$ cat src/hdl/ryc_pkg.sv
// Shared types, constants and arithmetic helpers for the RGB to YUV 4:2:0 pair converter.
package ryc_pkg;

  localparam int QUEUE_DEPTH = 4;  // power of two, pointers wrap naturally
  localparam int QAW         = $clog2(QUEUE_DEPTH);
  localparam int LPW         = 11;

  localparam logic [LPW-1:0] LINE_PAIRS_RESET = 11'd360;
  localparam logic [7:0]     LUMA_OFFSET      = 8'd16;
  localparam logic [7:0]     CHROMA_OFFSET    = 8'd128;

  localparam logic [15:0] KY_R   = 16'd16829;
  localparam logic [15:0] KY_G   = 16'd33039;
  localparam logic [15:0] KY_B   = 16'd6416;

  localparam logic [15:0] KCB_B  = 16'd14383;
  localparam logic [15:0] KCB_R  = 16'd4853;
  localparam logic [15:0] KCB_G  = 16'd9530;
  localparam logic [15:0] KCR_R  = 16'd14386;
  localparam logic [15:0] KCR_G  = 16'd12046;
  localparam logic [15:0] KCR_B  = 16'd2340;

  localparam logic [15:0] KCBH_B = 16'd7191;
  localparam logic [15:0] KCBH_R = 16'd2426;
  localparam logic [15:0] KCBH_G = 16'd4765;
  localparam logic [15:0] KCRH_R = 16'd7193;
  localparam logic [15:0] KCRH_G = 16'd6023;
  localparam logic [15:0] KCRH_B = 16'd1170;

  typedef struct packed {
    logic        frame_start;
    logic        chroma_en;
    logic [23:0] luma_a;
    logic [23:0] luma_b;
    logic [15:0] luma_ab;
    logic [23:0] cb_sum;
    logic [23:0] cr_sum;
    logic [21:0] cb_half;
    logic [21:0] cr_half;
  } work_t;

  typedef struct packed {
    logic full;
    logic empty;
  } q_status_t;

  function automatic logic [23:0] prod(logic [15:0] k, logic [7:0] x);
    return 24'(k) * 24'(x);
  endfunction

  // k_pos*p - k_n1*n1 - k_n2*n2, modulo 2^24
  function automatic logic [23:0] wsum(logic [15:0] k_pos, logic [7:0] p,
                                       logic [15:0] k_n1, logic [7:0] n1,
                                       logic [15:0] k_n2, logic [7:0] n2);
    return prod(k_pos, p) - prod(k_n1, n1) - prod(k_n2, n2);
  endfunction

  function automatic logic [23:0] luma_sum(logic [7:0] r, logic [7:0] g, logic [7:0] b);
    return prod(KY_R, r) + prod(KY_G, g) + prod(KY_B, b);
  endfunction

endpackage

$ cat src/hdl/ryc_front.sv
// Front end: input transaction acceptance, line position tracking and product sums.
module ryc_front #(
  parameter int MAX_LINE_PAIRS = 1024
) (
  input  logic                   clk_i,
  input  logic                   rst_ni,
  input  logic                   cfg_valid_i,
  input  logic [ryc_pkg::LPW-1:0] cfg_data_i,
  input  logic                   in_valid_i,
  input  logic [7:0]             red_first_i,
  input  logic [7:0]             green_first_i,
  input  logic [7:0]             blue_first_i,
  input  logic [7:0]             red_second_i,
  input  logic [7:0]             green_second_i,
  input  logic [7:0]             blue_second_i,
  input  logic                   frame_start_i,
  output logic                   in_stall_o,
  input  ryc_pkg::q_status_t     q_status_i,
  output logic                   q_push_o,
  output ryc_pkg::work_t         q_data_o
);

  localparam int CW   = (MAX_LINE_PAIRS > 1) ? $clog2(MAX_LINE_PAIRS) : 1;
  localparam int CMPW = (CW + 1 > ryc_pkg::LPW) ? CW + 1 : ryc_pkg::LPW;

  logic [ryc_pkg::LPW-1:0] line_pairs_q;
  logic [CW-1:0]           col_q, col_d, col_base;
  logic                    row_odd_q, row_odd_d, row_base;
  logic                    front_valid_q, front_valid_d;
  ryc_pkg::work_t          work_q, work_d;
  logic [CMPW-1:0]         col_inc, lp_ext, limit;
  logic                    wrap, accept, push;

  assign push       = front_valid_q && !q_status_i.full;
  assign in_stall_o = front_valid_q && q_status_i.full;
  assign accept     = in_valid_i && !in_stall_o;
  assign q_push_o   = push;
  assign q_data_o   = work_q;

  always_comb begin
    col_base = frame_start_i ? '0 : col_q;
    row_base = frame_start_i ? 1'b0 : row_odd_q;
    col_inc  = CMPW'(col_base) + CMPW'(1);
    lp_ext   = CMPW'(line_pairs_q);
    if (lp_ext == '0) begin
      limit = CMPW'(1);
    end else if (lp_ext > CMPW'(MAX_LINE_PAIRS)) begin
      limit = CMPW'(MAX_LINE_PAIRS);
    end else begin
      limit = lp_ext;
    end
    wrap = (col_inc >= limit);

    col_d         = col_q;
    row_odd_d     = row_odd_q;
    front_valid_d = front_valid_q;
    if (accept) begin
      col_d         = wrap ? '0 : col_inc[CW-1:0];
      row_odd_d     = wrap ? !row_base : row_base;
      front_valid_d = 1'b1;
    end else if (push) begin
      front_valid_d = 1'b0;
    end

    work_d.frame_start = frame_start_i;
    work_d.chroma_en   = !row_base;
    work_d.luma_a      = ryc_pkg::luma_sum(red_first_i, green_first_i, blue_first_i);
    work_d.luma_b      = ryc_pkg::luma_sum(red_second_i, green_second_i, blue_second_i);
    work_d.luma_ab     = work_d.luma_a[15:0] + work_d.luma_b[15:0];
    work_d.cb_half     = 22'(ryc_pkg::wsum(ryc_pkg::KCBH_B, blue_second_i,
                                           ryc_pkg::KCBH_R, red_second_i,
                                           ryc_pkg::KCBH_G, green_second_i));
    work_d.cr_half     = 22'(ryc_pkg::wsum(ryc_pkg::KCRH_R, red_second_i,
                                           ryc_pkg::KCRH_G, green_second_i,
                                           ryc_pkg::KCRH_B, blue_second_i));
    work_d.cb_sum      = ryc_pkg::wsum(ryc_pkg::KCB_B, blue_first_i,
                                       ryc_pkg::KCB_R, red_first_i,
                                       ryc_pkg::KCB_G, green_first_i)
                       + {{2{work_d.cb_half[21]}}, work_d.cb_half};
    work_d.cr_sum      = ryc_pkg::wsum(ryc_pkg::KCR_R, red_first_i,
                                       ryc_pkg::KCR_G, green_first_i,
                                       ryc_pkg::KCR_B, blue_first_i)
                       + {{2{work_d.cr_half[21]}}, work_d.cr_half};
  end

  always_ff @(posedge clk_i or negedge rst_ni) begin
    if (!rst_ni) begin
      line_pairs_q  <= ryc_pkg::LINE_PAIRS_RESET;
      col_q         <= '0;
      row_odd_q     <= 1'b0;
      front_valid_q <= 1'b0;
    end else begin
      if (cfg_valid_i) begin
        line_pairs_q <= cfg_data_i;
      end
      col_q         <= col_d;
      row_odd_q     <= row_odd_d;
      front_valid_q <= front_valid_d;
    end
  end

  always_ff @(posedge clk_i) begin
    if (accept) begin
      work_q <= work_d;
    end
  end

endmodule

$ cat src/hdl/ryc_queue.sv
// Small register queue between the front and back ends.
module ryc_queue (
  input  logic               clk_i,
  input  logic               rst_ni,
  input  logic               push_i,
  input  ryc_pkg::work_t     push_data_i,
  input  logic               pop_i,
  output ryc_pkg::work_t     pop_data_o,
  output ryc_pkg::q_status_t status_o
);

  ryc_pkg::work_t          mem [ryc_pkg::QUEUE_DEPTH];
  logic [ryc_pkg::QAW-1:0] wr_ptr_q, wr_ptr_d, rd_ptr_q, rd_ptr_d;
  logic [ryc_pkg::QAW:0]   count_q, count_d;
  logic                    do_push, do_pop;

  assign status_o.full  = (count_q == (ryc_pkg::QAW+1)'(ryc_pkg::QUEUE_DEPTH));
  assign status_o.empty = (count_q == '0);
  assign do_push        = push_i && !status_o.full;
  assign do_pop         = pop_i && !status_o.empty;
  assign pop_data_o     = mem[rd_ptr_q];

  always_comb begin
    wr_ptr_d = do_push ? wr_ptr_q + 1'b1 : wr_ptr_q;
    rd_ptr_d = do_pop ? rd_ptr_q + 1'b1 : rd_ptr_q;
    count_d  = count_q;
    if (do_push && !do_pop) begin
      count_d = count_q + 1'b1;
    end else if (do_pop && !do_push) begin
      count_d = count_q - 1'b1;
    end
  end

  always_ff @(posedge clk_i or negedge rst_ni) begin
    if (!rst_ni) begin
      wr_ptr_q <= '0;
      rd_ptr_q <= '0;
      count_q  <= '0;
    end else begin
      wr_ptr_q <= wr_ptr_d;
      rd_ptr_q <= rd_ptr_d;
      count_q  <= count_d;
    end
  end

  always_ff @(posedge clk_i) begin
    if (do_push) begin
      mem[wr_ptr_q] <= push_data_i;
    end
  end

endmodule

$ cat src/hdl/ryc_back.sv
// Back end: fraction carries, chroma tap state and the output register.
module ryc_back (
  input  logic               clk_i,
  input  logic               rst_ni,
  input  ryc_pkg::q_status_t q_status_i,
  input  ryc_pkg::work_t     q_data_i,
  output logic               q_pop_o,
  input  logic               out_stall_i,
  output logic               out_valid_o,
  output logic [7:0]         luma_first_o,
  output logic [7:0]         luma_second_o,
  output logic               chroma_valid_o,
  output logic [7:0]         chroma_blue_o,
  output logic [7:0]         chroma_red_o
);

  logic [15:0] luma_frac_q, luma_frac_d, blue_frac_q, blue_frac_d, red_frac_q, red_frac_d;
  logic [21:0] prev_cb_q, prev_cb_d, prev_cr_q, prev_cr_d;
  logic [15:0] lf_eff, bf_eff, rf_eff;
  logic [21:0] pb_eff, pr_eff;
  logic [23:0] ya, yb, cb, cr;
  logic        out_valid_q, out_valid_d, pop;
  logic [7:0]  luma_first_q, luma_first_d, luma_second_q, luma_second_d;
  logic        chroma_valid_q, chroma_valid_d;
  logic [7:0]  chroma_blue_q, chroma_blue_d, chroma_red_q, chroma_red_d;

  assign pop     = !q_status_i.empty && (!out_valid_q || !out_stall_i);
  assign q_pop_o = pop;

  always_comb begin
    lf_eff = q_data_i.frame_start ? '0 : luma_frac_q;
    bf_eff = q_data_i.frame_start ? '0 : blue_frac_q;
    rf_eff = q_data_i.frame_start ? '0 : red_frac_q;
    pb_eff = q_data_i.frame_start ? '0 : prev_cb_q;
    pr_eff = q_data_i.frame_start ? '0 : prev_cr_q;

    ya = q_data_i.luma_a + {8'b0, lf_eff};
    yb = q_data_i.luma_b + {8'b0, ya[15:0]};
    cb = q_data_i.cb_sum + {{2{pb_eff[21]}}, pb_eff} + {8'b0, bf_eff};
    cr = q_data_i.cr_sum + {{2{pr_eff[21]}}, pr_eff} + {8'b0, rf_eff};

    luma_frac_d    = luma_frac_q;
    blue_frac_d    = blue_frac_q;
    red_frac_d     = red_frac_q;
    prev_cb_d      = prev_cb_q;
    prev_cr_d      = prev_cr_q;
    out_valid_d    = out_valid_q && out_stall_i;
    luma_first_d   = luma_first_q;
    luma_second_d  = luma_second_q;
    chroma_valid_d = chroma_valid_q;
    chroma_blue_d  = chroma_blue_q;
    chroma_red_d   = chroma_red_q;

    if (pop) begin
      out_valid_d   = 1'b1;
      luma_frac_d   = q_data_i.luma_ab + lf_eff;
      luma_first_d  = ya[23:16] + ryc_pkg::LUMA_OFFSET;
      luma_second_d = yb[23:16] + ryc_pkg::LUMA_OFFSET;
      blue_frac_d   = bf_eff;
      red_frac_d    = rf_eff;
      prev_cb_d     = pb_eff;
      prev_cr_d     = pr_eff;
      if (q_data_i.chroma_en) begin
        chroma_valid_d = 1'b1;
        chroma_blue_d  = cb[23:16] + ryc_pkg::CHROMA_OFFSET;
        chroma_red_d   = cr[23:16] + ryc_pkg::CHROMA_OFFSET;
        blue_frac_d    = cb[15:0];
        red_frac_d     = cr[15:0];
        prev_cb_d      = q_data_i.cb_half;
        prev_cr_d      = q_data_i.cr_half;
      end else begin
        chroma_valid_d = 1'b0;
        chroma_blue_d  = '0;
        chroma_red_d   = '0;
      end
    end
  end

  always_ff @(posedge clk_i or negedge rst_ni) begin
    if (!rst_ni) begin
      out_valid_q <= 1'b0;
      luma_frac_q <= '0;
      blue_frac_q <= '0;
      red_frac_q  <= '0;
      prev_cb_q   <= '0;
      prev_cr_q   <= '0;
    end else begin
      out_valid_q <= out_valid_d;
      luma_frac_q <= luma_frac_d;
      blue_frac_q <= blue_frac_d;
      red_frac_q  <= red_frac_d;
      prev_cb_q   <= prev_cb_d;
      prev_cr_q   <= prev_cr_d;
    end
  end

  always_ff @(posedge clk_i) begin
    luma_first_q   <= luma_first_d;
    luma_second_q  <= luma_second_d;
    chroma_valid_q <= chroma_valid_d;
    chroma_blue_q  <= chroma_blue_d;
    chroma_red_q   <= chroma_red_d;
  end

  assign out_valid_o    = out_valid_q;
  assign luma_first_o   = luma_first_q;
  assign luma_second_o  = luma_second_q;
  assign chroma_valid_o = chroma_valid_q;
  assign chroma_blue_o  = chroma_blue_q;
  assign chroma_red_o   = chroma_red_q;

endmodule

$ cat src/hdl/rgb_to_yuv420_pair_converter_unit.sv
// Top level of the RGB888 pair to YCbCr 4:2:0 converter.
//
//  channel  direction  handshake                 payload
//  in       input      in_valid_i / in_stall_o   two RGB888 pixels, frame_start_i
//  out      output     out_valid_o / out_stall_i luma pair, chroma flag, Cb, Cr
//  cfg      input      cfg_valid_i / cfg_ready_o line_pairs_i
//
// One transaction per clock sustained while the output is not stalled; a result
// passes through the front register, a queue entry and the output register.
// The fraction carry adders in the back end set the register feedback loop.
// A four-entry queue decouples the front end from output stalls; in_stall_o
// rises only when the queue and the front register are both full.
// Reset clears carries, line position and queue; line_pairs resets to 360.
module rgb_to_yuv420_pair_converter_unit #(
  parameter int MAX_LINE_PAIRS = 1024
) (
  input  logic                    clk_i,
  input  logic                    rst_ni,
  input  logic                    cfg_valid_i,
  output logic                    cfg_ready_o,
  input  logic [ryc_pkg::LPW-1:0] line_pairs_i,
  input  logic                    in_valid_i,
  output logic                    in_stall_o,
  input  logic [7:0]              red_first_i,
  input  logic [7:0]              green_first_i,
  input  logic [7:0]              blue_first_i,
  input  logic [7:0]              red_second_i,
  input  logic [7:0]              green_second_i,
  input  logic [7:0]              blue_second_i,
  input  logic                    frame_start_i,
  output logic                    out_valid_o,
  input  logic                    out_stall_i,
  output logic [7:0]              luma_first_o,
  output logic [7:0]              luma_second_o,
  output logic                    chroma_valid_o,
  output logic [7:0]              chroma_blue_o,
  output logic [7:0]              chroma_red_o
);

  ryc_pkg::q_status_t q_status;
  ryc_pkg::work_t     push_data, pop_data;
  logic               push, pop;

  assign cfg_ready_o = 1'b1;

  ryc_front #(
    .MAX_LINE_PAIRS(MAX_LINE_PAIRS)
  ) u_front (
    .clk_i,
    .rst_ni,
    .cfg_valid_i    (cfg_valid_i && cfg_ready_o),
    .cfg_data_i     (line_pairs_i),
    .in_valid_i,
    .red_first_i,
    .green_first_i,
    .blue_first_i,
    .red_second_i,
    .green_second_i,
    .blue_second_i,
    .frame_start_i,
    .in_stall_o,
    .q_status_i     (q_status),
    .q_push_o       (push),
    .q_data_o       (push_data)
  );

  ryc_queue u_queue (
    .clk_i,
    .rst_ni,
    .push_i      (push),
    .push_data_i (push_data),
    .pop_i       (pop),
    .pop_data_o  (pop_data),
    .status_o    (q_status)
  );

  ryc_back u_back (
    .clk_i,
    .rst_ni,
    .q_status_i (q_status),
    .q_data_i   (pop_data),
    .q_pop_o    (pop),
    .out_stall_i,
    .out_valid_o,
    .luma_first_o,
    .luma_second_o,
    .chroma_valid_o,
    .chroma_blue_o,
    .chroma_red_o
  );

endmodule

$ cat config.mk
export PLATFORM = sky130hd
export DESIGN_NAME = rgb_to_yuv420_pair_converter_unit
export DESIGN_NICKNAME = d
export VERILOG_FILES = /design/src/hdl/ryc_pkg.sv /design/src/hdl/ryc_front.sv /design/src/hdl/ryc_queue.sv /design/src/hdl/ryc_back.sv /design/src/hdl/rgb_to_yuv420_pair_converter_unit.sv
export SDC_FILE = /design/constraint.sdc
export NUM_CORES = 2
export LEC_CHECK = 0
export BUFFER_PORTS_ARGS = -buffer_cell sky130_fd_sc_hd__clkbuf_2
export CAP_MARGIN = 20
export CORE_MARGIN = 5
export CORE_UTILIZATION = 30
export CTS_CLUSTER_DIAMETER = 40
export DETAILED_ROUTE_END_ITERATION = 8
export GPL_ROUTABILITY_DRIVEN = 1
export PLACE_DENSITY = 0.46
export SLEW_MARGIN = 20
export SYNTH_ARGS = -nofsm -noshare
export SYNTH_HDL_FRONTEND = slang
export SYNTH_SLANG_ARGS = --single-unit
$ cat constraint.sdc
create_clock -name clk_i -period 11.6 [get_ports clk_i]
set_input_delay 1.16 -clock clk_i [delete_from_list [all_inputs] [get_ports clk_i]]
set_output_delay 1.16 -clock clk_i [all_outputs]
set_load 0.02 [all_outputs]
==> reports/results.ini <==
[detailed_routing]
ant_nets=0
vias=44400
firstDrtPassIters=5
routed_wl_mm=203
vias_per_cell=4.71
drtIter0Drc=2663
drc=0
detail_route.wl_per_cell_um=21.5

[outcome]
status=finished, final reports clean

[setup_path]
crit_buf_inv=8
crit_top_cell=fa_1
crit_slowest_cell=fa_1
startpoint_type=input pin
r2r_slack_ps=5030
crit_required_ps=12110
rr_endpoint=u_back.luma_second_o[6]$_DFFE_PP_
endpoint_kind=flop
reg2reg_depth=22
critPathLaunch=red_second_i[2]
path_class=in2reg
max_stage_delay_ps=620
path_delay_family=adder cells
arrival_ps=11180
worstPathMaxFanout=4
crit_end=u_front.q_data_o[91]$_DFFE_PP_
cp.depth=39
r2r_start=u_queue.rd_ptr_q[0]$_DFFE_PN0P_

[sta]
setup_violations=0
hold_viol=0
final.min_clock_period_ps=10680
max_freq_mhz=93.7
period_share=0.920
slew_headroom=0.282
fin_tns_setup_ps=0
final_max_slew_viol_count=0
tightest_slew_ps=1070
setup_ws_ps=925
finClkSkew_ps=37.8
rsz0062_at_grt=no

[clock_tree]
ctsHoldBuffers=0
post_cts_resized=0
clk_pin_slew_ps=50
cts_buffer_depth=3
htree_levels=4
worstSkewPairLatency_ps=770
numCtsBuffers=151
postCtsSetupRepairBufs=0
cts_tree=done
cts_root_buf=clkbuf_16
clkSinkCount=936

[global_routing]
grt_pass1_wl_mm=304
antenna_found_initial=9
grt_pass1_vias=46400
gr-total-overflow=0
grt_max_degree=77
gr-usage-all-layers=0.162

[die]
die_y_um=502
die_area_um2=252000
pin_count=101
start_util=0.301
rows=180
core_area_um2=241000
die_w_um=502

[logic_synthesis]
synthCells=5855
syn_nets=7499
syn_area_per_cell_um2=12.4
synth_edf_count=813
async_flop_share=0.131
syn_area_um2=72500
synthFlopType=edfxtp_1
ys_ff_latch=936
synth.distinct_cells=91
ys_seq_area_frac=0.379
yosysWarnings=0

[final_layout]
n_fill_cell=23800
syn2layout_area_growth_pct=13.9
layout_common_cells=1063 x inv_1, 979 x ha_1, 813 x edfxtp_1
nets=7761
drive_above_1_share=0.108
final_common_cell=inv_1

[run]
cap_violations=0

[placement]
hpwl_mm=160
pre_cts_slack_ps=168
routabilityCongestion=0.870
place.port_buffers=99

[min_path]
hp-class=in2async

==> state kept, by name (all words and copies together) (netlist names), 2 cells and up <==
signal and count:
u_back.luma_first_o 8, u_queue.wr_ptr_q 2, u_front.col_q 10, u_front.q_data_o 156, u_back.luma_second_o 8, u_queue.mem 624, u_back.luma_frac_q 16, u_front.line_pairs_q 11
u_queue.rd_ptr_q 2, u_queue.count_q 3, u_back.chroma_red_o 8, u_back.chroma_blue_o 8, u_back.prev_cb_q 22, u_back.red_frac_q 16, u_back.prev_cr_q 22, u_back.blue_frac_q 16
==> Yosys cell counts, drive strengths merged, types with 30 or more instances <==
cell       n  area (µm²)
edfxtp   813       24400
ha       979       12200
dfrtp    119        2980
or3       31         194
a22o      48         420
clkbuf    41         154
inv     1064        3990
nor3      69         345
o21bai    31         233
buf       33         161
nor2b    117         739
nand3     69         345
o21ai    185         930
a21o      94         708
a31oi     30         188
xnor2    222        1940
and3      34         213
mux4     155        3490
o21a      45         338
nor2     166         623
fa       600       12000
a211oi    35         263
nand2b    57         357
xor2     122        1070
nand2    218         818
a21oi    225        1130
==> how the worst min path moves through the flow <==
stage                     cells past startpoint                                end                         startpoint
after floorplan                               2  u_back.luma_frac_q[0]$_DFFE_PN0P_  u_back.luma_frac_q[0]$_DFFE_PN0P_
after global placement                        2  u_back.luma_frac_q[0]$_DFFE_PN0P_  u_back.luma_frac_q[0]$_DFFE_PN0P_
after detailed placement                      2  u_back.luma_frac_q[1]$_DFFE_PN0P_  u_back.luma_frac_q[1]$_DFFE_PN0P_
after CTS                                     1       u_front.col_q[5]$_DFFE_PN0P_                             rst_ni
after global routing                          1       u_front.col_q[4]$_DFFE_PN0P_                             rst_ni
final                                         1       u_front.col_q[5]$_DFFE_PN0P_                             rst_ni
==> cell families (layout without fill, tap and decap cells) <==
family	Yosys count	in the layout	synth area share
adder cells (fa/ha/maj)	1580	1580	0.335
buffers and inverters	1139	1528	0.0595
flip-flops	936	936	0.379
AND/OR/NAND/NOR	860	860	0.0598
AO/OA/AOI/OAI	820	820	0.0742
XOR/XNOR	344	344	0.0415
multiplexers	175	175	0.0511
other	1	5	0.0000517
==> metal layers <==
metal | share of wire | routed length (µm) | global-route usage | vias to the layer above
met4 | 0.016 | 3170 | 0.0306 | 0
met1 | 0.50 | 101000 | 0.240 | 22700
li1 | - | - | - | 20900
met5 | 0 | 0 | 0 | -
met2 | 0.46 | 92300 | 0.257 | 673
met3 | 0.033 | 6720 | 0.0196 | 173
==> final cells by class <==
| cell class | instances | area, µm² | share of cell area |
|---|---|---|---|
| Timing Repair Buffer | 183 | 1140 | 0.0138 |
| Clock inverter | 113 | 1270 | 0.0154 |
| Multi-Input combinational cell | 3780 | 40800 | 0.493 |
| Antenna cell | 4 | 10.0 | 0.000121 |
| Tap cell | 3185 | 3990 | 0.0482 |
| Sequential cell | 936 | 27500 | 0.333 |
| Clock buffer | 167 | 3950 | 0.0478 |
| Inverter | 1065 | 4000 | 0.0484 |
==> through the flow <==
| stage | hold slack [ps] | cell area, µm² | util | instances |
|---|---|---|---|---|
| floorplan | 438 | 72500 | - | 5855 |
| global placement | 456 | 77400 | 0.322 | 9148 |
| detailed placement | 465 | 77400 | 0.322 | 9148 |
| CTS | 227 | 82600 | 0.343 | 9428 |
| global route | 260 | 82600 | 0.344 | 9431 |
| finish | 286 | 82600 | 0.344 | 9433 |
Power is not shown: default switching activity piles up to over one toggle a cycle in this logic, so the estimate is an artifact.
